## src/ship_ram.sv

```systemverilog
// generic single-port-write, single-port-read ram with registered read
// no dependencies
`default_nettype none
module ship_ram #(
  parameter int WIDTH = 8,
  parameter int DEPTH = 16
) (
  input  wire logic                     clk,
  input  wire logic                     we,
  input  wire logic [$clog2(DEPTH)-1:0] waddr,
  input  wire logic [WIDTH-1:0]         wdata,
  input  wire logic [$clog2(DEPTH)-1:0] raddr,
  output logic      [WIDTH-1:0]         rdata
);
  logic [WIDTH-1:0] mem [DEPTH];

  always_ff @(posedge clk) begin
    if (we) begin
      mem[waddr] <= wdata;
    end
    rdata <= mem[raddr];
  end
endmodule
`default_nettype wire

```

## config.mk

```make
export PLATFORM = sky130hd
export DESIGN_NAME = ship_ram
export DESIGN_NICKNAME = d
export VERILOG_FILES = /design/src/ship_ram.sv
export SDC_FILE = /design/constraint.sdc
export NUM_CORES = 1
export LEC_CHECK = 0
export BUFFER_PORTS_ARGS = -buffer_cell sky130_fd_sc_hd__buf_2
export CAP_MARGIN = 0
export CORE_ASPECT_RATIO = 2
export CORE_MARGIN = 2
export CORE_UTILIZATION = 30
export CTS_CLUSTER_DIAMETER = 80
export DETAILED_ROUTE_END_ITERATION = 10
export PLACE_DENSITY_LB_ADDON = 0.08
export SYNTH_ARGS = -nofsm -noshare
export SYNTH_HDL_FRONTEND = slang
export SYNTH_SLANG_ARGS = --single-unit
export TNS_END_PERCENT = 30
```

## constraint.sdc

```tcl
create_clock -name clk -period 2.71 [get_ports clk]
set_clock_uncertainty 0.1 [all_clocks]
set_input_delay 0.813 -clock clk [delete_from_list [all_inputs] [get_ports clk]]
set_output_delay 0.813 -clock clk [all_outputs]
set_load 0.005 [all_outputs]
```

==> reports/metrics.csv <==
metric;value;unit
internal_power;4000;µW
seqPwrFrac;0.473;
synth_top_family_by_area;multiplexers;
rsz0062_at_grt;no;
synth_seq_cells;136;
initial_core_util;0.307;
synthTopCellsByArea;edfxtp_1, mux4_2, mux4_1, dfxtp_1, a22oi_1;
die_y;189;µm
synth_mux_area_frac;0.150;
synth_top_area_share;0.747;
timing_max_transition_violations_final;0;
via_per_inst;4.82;
grt_max_degree;33;
synthCells;229;
grt_remaining_overflow;0;
setup.worst_path.end;mem[3][3]$_DFFE_PP_;
cts_tree;yes;
relSlewSlack;0.480;
antenna_found_initial;0;
drt_iter0_markers;151;
pwr-share-clk;0.483;
route.detailed.drc;0;
yosys.area_share.simple;0.0318;
cts_hold_buf;0;
synth_xor_area_frac;0;
cts_max_path_buffers;2;
detailed_place_hpwl;7.60;mm
cts-root-buf;clkbuf_16;
drive_gt1_frac;0.318;
combPwrFrac;0.044;
cts_max_level;4;
worstHoldStart;mem[12][1]$_DFFE_PP_;
yosysTopAreaCell;edfxtp_1;
r2r_cells;3;
routedWlPerCell;22.8;µm
rr_startpoint;mem[9][2]$_DFFE_PP_;
post-cts-setup-buffers;0;
min_path_type;flop to flop;
r2r_end;rdata[2]$_DFF_P_;
antenna_left;0;
die_w;96.6;µm
rows;67;
place_area;0.00562;mm²
core;0.0168;mm²
powerDensity;800;mW/mm²
worst_pin_slew;0.778;ns
grt_pass1_wl;17.5;mm
end_kind;flop;
synth-adder-area-share;0;
diodes;0;
max_cap_violations;0;
synth_seq_area_share;0.778;
cp_data_required_time;2.73;ns
synth_cell_type_count;19;
dpl.cell_count;471;
setup_violations;0;
die_area;0.0183;mm²
swShare;0.199;
globalplace.congestion;0.713;
yosys_warnings;0;
ir_drop;0.000420;V
grt.total_usage;0.135;
num_io_pins;26;
finalHoldViolCount;0;
outcome;finished, final reports clean;
cp_max_fo;6;
grt_pass1_vias;2729;
port_buffers;25;
cts_num_sinks;136;
area_delta_synth_final;21.3;%
stdcell_area;0.00624;mm²
switchingPower;991;µW
final_cells;503;
syn_area;0.00515;mm²
routed-via-count;2426;
dr.pass1.iters;4;
ff2ff_setup_slack;1.22;ns
clk_pin_slew;0.06;ns
cts_buffers;17;
syn_area_per_cell;22.5;µm²
cts_resized;0;
routed_wl;11.5;mm
worstSetupPathType;input port to flop;
dp_slack;0.281;ns
clock_latency;0.41;ns
startpoint_type;input port;
synth.net_count;247;
startpoint;waddr[2];
fin_ws;0.715;ns
cp.arrival;2.02;ns
fillers;1589;
final_common_cell;edfxtp_1;
fmax;501;MHz
period_share;0.736;
layout_min_cycle_time;2.00;ns
most-common-layout-cells;edfxtp_1, buf_2, mux4_2, buf_4, clkbuf_16;
fin_nets;301;
p_leak;0.00211;µW
fin_setup_tns;0;ns
synth_compound_area_frac;0.0233;
==> flip-flops by register name, indices dropped and copies added (netlist names) <==
| name | count |
|---|---|
| mem | 128 |
| rdata | 8 |
==> per-stage QoR <==
stage | power, µW | hold WS [ns] | util
3_3_place_gp | 2640 | 0.564 | 0.335
2_1_floorplan | 2530 | 0.529 | -
5_1_grt | 5170 | 0.622 | 0.372
3_5_place_dp | 2640 | 0.573 | 0.335
6_report | 4990 | 0.573 | 0.372
4_1_cts | 5060 | 0.587 | 0.372
==> kinds of logic after synthesis <==
logic type,Yosys count
muxes,32
buffers and inverters,10
DFF,136
and+or+nand+nor,35
AOI/OAI and AO/OA,16
==> cell usage after synthesis <==
library cell	instances
a22oi_1	16
and2_1	1
and2b_1	1
buf_2	3
buf_4	1
buf_6	3
clkdlybuf4s25_2	3
dfxtp_1	8
edfxtp_1	128
mux4_1	14
mux4_2	18
nand2_1	9
nand2b_1	2
nand3_1	1
nand3b_1	2
nor2_1	13
nor2b_1	1
nor3_1	4
or3b_2	1
==> routing by layer <==
layer	part of all wire	global-route usage	wire, µm	up-vias
li1	-	-	-	1083
met1	0.39	0.147	4430	1284
met2	0.57	0.248	6560	49
met3	0.025	0.0299	290	10
met4	0.017	0.0585	193	0
met5	0	0	0	-
==> critical path, cell delays in order <==
cell    delay [ns]
buf_2         0.11
or3b_2        0.52
nor2_1        0.32
buf_4         0.25
==> how the worst min path moves through the flow <==
stage               slack (ns)                to  depth (start not counted)
floorplan                 0.53  rdata[0]$_DFF_P_                          3
CTS                       0.59  rdata[1]$_DFF_P_                          3
global placement          0.56  rdata[2]$_DFF_P_                          3
global route              0.62  rdata[1]$_DFF_P_                          3
detailed placement        0.57  rdata[1]$_DFF_P_                          3
finish                    0.57  rdata[1]$_DFF_P_                          3
==> layout make-up <==
class | instances | area (µm²) | area share
clock buffers | 19 | 443 | 0.0710
clock inverters | 13 | 179 | 0.0287
multi-input cells | 83 | 1060 | 0.169
flip-flops and latches | 136 | 4000 | 0.641
well taps | 207 | 259 | 0.0415
repair buffers | 45 | 300 | 0.0481
==> power by group through the flow <==
stage	clock network, µW	registers (µW)	logic, µW
3_5_place_dp	0	2410	229
3_3_place_gp	0	2410	227
2_1_floorplan	0	2410	119
6_report	2410	2360	221
4_1_cts	2470	2370	230
5_1_grt	2560	2370	246
Note: power is estimated with default switching activity, not from simulation.
