--- src/ship_pkg.sv ---
// shared constants, types and helper functions of the replacement core
// no dependencies
`default_nettype none
package ship_pkg;
  localparam int NUM_SETS = 2048;
  localparam int NUM_WAYS = 16;
  localparam int SIG_BITS = 6;
  localparam int SET_W = $clog2(NUM_SETS);
  localparam int WAY_W = $clog2(NUM_WAYS);
  localparam int LOW_SET_BITS = 6;
  localparam int TAB_W = SIG_BITS + LOW_SET_BITS;
  localparam int TAB_SIZE = 1 << TAB_W;
  localparam int ADDR_W = 48;
  localparam int STRIDE_W = ADDR_W + 1;
  localparam int CLR_DEPTH = (TAB_SIZE > NUM_SETS) ? TAB_SIZE : NUM_SETS;
  localparam int CLR_W = $clog2(CLR_DEPTH);
  localparam logic [1:0] RRPV_MAX = 2'd3;
  localparam logic [1:0] REUSE_INIT = 2'd1;
  localparam logic [1:0] CNT_MAX = 2'd3;
  localparam logic [1:0] THR_INIT = 2'd2;

  typedef enum logic {
    CFG_STREAM = 1'b0,
    CFG_REUSE  = 1'b1
  } cfg_reg_t;

  typedef enum logic [1:0] {
    ST_CLEAR,
    ST_IDLE,
    ST_ROW,
    ST_TAB
  } state_t;

  typedef struct packed {
    logic             clear;
    logic [CLR_W-1:0] clr_addr;
    logic             accept;
    logic             row_phase;
    logic             tab_phase;
    logic             busy;
  } ctl_t;

  typedef struct packed {
    logic [1:0]                         scnt;
    logic [STRIDE_W-1:0]                pstride;
    logic [ADDR_W-1:0]                  paddr;
    logic [NUM_WAYS-1:0][SIG_BITS-1:0]  sig;
    logic [NUM_WAYS-1:0][1:0]           rrpv;
  } row_t;

  localparam int ROW_W = $bits(row_t);

  function automatic logic [SIG_BITS-1:0] make_sig(input logic [ADDR_W-1:0] pc);
    logic [ADDR_W-1:0] m;
    m = pc ^ (pc >> 6) ^ (pc >> 12);
    return m[SIG_BITS-1:0];
  endfunction

  function automatic logic [TAB_W-1:0] tab_idx(input logic [SIG_BITS-1:0] sig,
                                               input logic [SET_W-1:0] set);
    return {sig, set[LOW_SET_BITS-1:0]};
  endfunction
endpackage
`default_nettype wire

--- src/ship_ctrl.sv ---
// sequencer: clearing pass after reset, then idle / row / table phases
// depends on ship_pkg
`default_nettype none
module ship_ctrl (
  input  wire logic          clk,
  input  wire logic          rst,
  input  wire logic          start,
  input  wire logic          req_upd,
  output ship_pkg::ctl_t     ctl
);
  ship_pkg::state_t state, state_next;
  logic [ship_pkg::CLR_W-1:0] clr_cnt;

  always_ff @(posedge clk) begin
    if (rst) begin
      state   <= ship_pkg::ST_CLEAR;
      clr_cnt <= '0;
    end else begin
      state <= state_next;
      if (state == ship_pkg::ST_CLEAR) begin
        clr_cnt <= clr_cnt + 1'b1;
      end
    end
  end

  always_comb begin
    state_next = state;
    case (state)
      ship_pkg::ST_CLEAR: begin
        if (clr_cnt == ship_pkg::CLR_W'(ship_pkg::CLR_DEPTH - 1)) begin
          state_next = ship_pkg::ST_IDLE;
        end
      end
      ship_pkg::ST_IDLE: begin
        if (start) begin
          state_next = ship_pkg::ST_ROW;
        end
      end
      ship_pkg::ST_ROW: begin
        state_next = req_upd ? ship_pkg::ST_TAB : ship_pkg::ST_IDLE;
      end
      ship_pkg::ST_TAB: state_next = ship_pkg::ST_IDLE;
      default: state_next = ship_pkg::ST_IDLE;
    endcase
  end

  always_comb begin
    ctl.clear     = (state == ship_pkg::ST_CLEAR);
    ctl.clr_addr  = clr_cnt;
    ctl.accept    = (state == ship_pkg::ST_IDLE) && start;
    ctl.row_phase = (state == ship_pkg::ST_ROW);
    ctl.tab_phase = (state == ship_pkg::ST_TAB);
    ctl.busy      = (state != ship_pkg::ST_IDLE);
  end
endmodule
`default_nettype wire

--- config.mk ---
export PLATFORM = sky130hd
export DESIGN_NAME = ship_ctrl
export DESIGN_NICKNAME = d
export VERILOG_FILES = /design/src/ship_pkg.sv /design/src/ship_ctrl.sv
export SDC_FILE = /design/constraint.sdc
export NUM_CORES = 1
export LEC_CHECK = 0
export ABC_AREA = 1
export BUFFER_PORTS_ARGS = -buffer_cell sky130_fd_sc_hd__buf_2
export CORE_MARGIN = 1
export CORE_UTILIZATION = 49
export CTS_CLUSTER_DIAMETER = 150
export DETAILED_ROUTE_END_ITERATION = 8
export PLACE_DENSITY = 0.75
export SLEW_MARGIN = 20
export SYNTH_ARGS = -nofsm -noshare
export SYNTH_HDL_FRONTEND = slang
export SYNTH_SLANG_ARGS = --single-unit
--- constraint.sdc ---
create_clock -name clk -period 1.5 [get_ports clk]
set_input_delay 0.3 -clock clk [delete_from_list [all_inputs] [get_ports clk]]
set_output_delay 0.3 -clock clk [all_outputs]
set_load 0.005 [all_outputs]
==> flow_metrics.py <==
metrics = {
    "min_path": {
        "hold_path_class": "in2reg",
    },
    "floorplan": {
        "start_util_pct": 54.8,
        "io_pins": 21,
        "coreArea_um2": 1370,
        "num_rows": 13,
        "die_h_um": 41.1,
        "die_area_um2": 1690,
        "die_w_um": 41.1,
    },
    "finish": {
        "final_nets": 138,
        "drive_gt1_share_pct": 32.8,
        "area_delta_synth_final_pct": 24.7,
        "num_antenna_cells": 0,
        "nFillCells": 118,
    },
    "setup_path": {
        "crit_path_start": "state[0]",
        "reg2reg_setup_slack_ns": 0.17,
        "reg2reg_from": "state[0]",
        "cp.arrival_ns": 1.15,
        "critPathLaunchType": "register",
        "required_ns": 1.20,
        "path_max_fanout": 6,
        "crit_family": "flip-flops",
        "r2r_cells": 7,
        "crit_cells": 4,
        "worst-path-buf-inv": 3,
        "crit_path_end": "ctl[16]",
        "r2r_end": "state[0]",
        "critical_path_class": "reg2out",
        "endpoint_kind": "output port",
        "crit_path_top_delay_cell": "dfxtp_2",
        "slowest_delay_ns": 0.34,
        "crit_chain": "inv_1 > ha_2 > buf_4 > buf_2",
    },
    "timing": {
        "tns_ns": 0,
        "rsz0062_at_grt": "false",
        "fmax_mhz": 689,
        "skew_ns": 0.000508,
        "timing.hold.ws_ns": 0.261,
        "relSlewSlack_pct": 82.0,
        "hold_violations": 0,
        "slew_violations": 0,
        "max_slew.worst_pin.slew_ns": 0.270,
        "min_period_ns": 1.45,
        "timing.final.crit_share_pct": 96.7,
        "setup_violations": 0,
    },
    "clocking": {
        "cts.clk_slew.worst_paths_ns": 0.08,
        "cts_buffer_depth": 2,
        "cts_root_buf": "clkbuf_4",
        "clock_latency_ns": 0.28,
        "cts_buffers": 3,
        "cts.sinks": 14,
        "cts_tree": "built",
        "cts_hold_buf": 0,
        "cts-htree-levels": 1,
    },
    "global_routing": {
        "grt_pass1_wl_um": 2190,
        "track_usage_pct": 20.2,
        "grt_max_degree": 9,
        "antenna_found_initial": 0,
        "grt_pass1_vias": 518,
        "grt_overflow": 0,
    },
    "routing": {
        "postRouteAntennaNets": 0,
        "drtPass1Iterations": 4,
        "num_vias": 718,
        "wire_per_inst_um": 10.6,
        "vias_per_cell": 5.02,
        "drcViolationCount": 0,
        "drt-total-wl_um": 1510,
        "drt_iter0_markers": 23,
    },
    "logic_synthesis": {
        "syn_inst": 101,
        "synth_seq_area_share_pct": 37.5,
        "synth_most_common_cell": "nand2_1",
        "synthArstFlopShare_pct": 0,
        "ys_top_cells_by_area": "dfxtp_1, nand2_1, ha_1",
        "synthTopCellsByCount": "nand2_1, inv_1, dfxtp_1",
        "syn_area_um2": 748,
        "yosysUniqueCellTypes": 19,
        "synth_flop_cell": "dfxtp_1",
        "synth-edff-count": 0,
        "postSynthAreaPerCell_um2": 7.41,
        "yosysWarnings": 0,
        "synth_top_cell_by_area": "dfxtp_1",
        "synth_seq_cells": 14,
        "synth_top_area_share_pct": 37.5,
        "syn_nets": 110,
    },
    "power": {
        "ir_drop_mv": 0.684,
        "p_per_area_nw_per_um2": 854,
        "p_leak_nw": 0.464,
    },
    "placed_design": {
        "io_buffers": 20,
        "place_hpwl_um": 1080,
        "gp_congestion": 0.818,
    },
    "run": {
        "max_cap_violations": 0,
    },
    "run_status": {
        "outcome": "finished clean",
    },
}
state kept, by name (all words and copies together) (netlist names):
signal,cells
clr_cnt,12
state,2
area by class of cell:
class	count	area (µm²)	area share, %
Sequential cell	14	283	30.3
Tap cell	15	18.8	2.01
Inverter	15	56.3	6.03
Clock buffer	4	36.3	3.89
Timing Repair Buffer	24	130	13.9
Multi-Input combinational cell	71	409	43.8
cell families after synthesis:
group | synth area share [%]
AO/OA/AOI/OAI | 10.4
XOR/XNOR | 1.17
adder cells (fa/ha/maj) | 8.36
buffers and inverters | 8.53
flip-flops | 37.5
AND/OR/NAND/NOR | 34.1
layout by cell type (no fill, tap or decap):
| cell type | n |
|---|---|
| o21ai_0 | 4 |
| clkbuf_8 | 1 |
| dfxtp_1 | 12 |
| or2_2 | 1 |
| ha_1 | 3 |
| nor2_1 | 10 |
| inv_1 | 14 |
| nand3_2 | 1 |
| a21boi_0 | 1 |
| nand4_1 | 1 |
| buf_4 | 4 |
| clkbuf_4 | 3 |
| xnor2_1 | 1 |
| a21oi_1 | 10 |
| inv_2 | 1 |
| ha_2 | 2 |
| nand2_2 | 1 |
| buf_2 | 20 |
| nor3_1 | 3 |
| nand2_4 | 2 |
| nor2_4 | 3 |
| nand2_1 | 22 |
| dfxtp_2 | 2 |
| nand3_1 | 5 |
| nor3_2 | 1 |
worst min-delay path by stage:
| stage | depth (start not counted) | startpoint | to | slack, ns |
|---|---|---|---|---|
| final | 2 | rst | state[1] | 0.26 |
| after global routing | 2 | rst | state[0] | 0.28 |
| after CTS | 2 | rst | state[1] | 0.25 |
| after detailed placement | 2 | clr_cnt[7] | clr_cnt[7] | 0.47 |
| after global placement | 2 | clr_cnt[7] | clr_cnt[7] | 0.46 |
| after floorplan | 1 | rst | state[0] | 0.37 |
worst reg2reg max path, cell delays in order, from the launching register on:
cell,delay [ns]
dfxtp_2,0.34
buf_4,0.12
ha_2,0.18
inv_2,0.05
or2_2,0.28
nand2_1,0.11
nand2_1,0.06
a21oi_1,0.12
timing repair:
action	in CTS	in global routing
setup endpoints to repair	1	3
resized for setup	2	3
pin swaps	0	0
buffers inserted	2	0
metal layers:
metal  vias up  track usage, %  wire, µm
li1        373               -         -
met1       321            26.7       725
met5         -               0         0
met4         0            12.5        40
met3         5            3.26        71
met2        19            30.1       675
power by group:
| group | switching (mW) | internal (mW) |
|---|---|---|
| combinational | 0.0676 | 0.0553 |
| clock | 0.125 | 0.148 |
| sequential | 0.0131 | 0.389 |
| total | 0.206 | 0.592 |
through the flow:
| step | setup WS [ns] | utilization (%) | instance area (µm²) | instances | power (mW) |
|---|---|---|---|---|---|
| 3_3_place_gp | 0.181 | 64.0 | 875 | 137 | 0.521 |
| 5_1_grt | 0.000594 | 68.3 | 933 | 143 | 0.836 |
| 3_5_place_dp | 0.152 | 64.0 | 875 | 137 | 0.525 |
| 2_1_floorplan | 0.146 | - | 748 | 101 | 0.479 |
| 6_report | 0.0493 | 68.3 | 933 | 143 | 0.798 |
| 4_1_cts | 0.0220 | 67.9 | 928 | 143 | 0.803 |
Power figures use the tool's default switching activity.
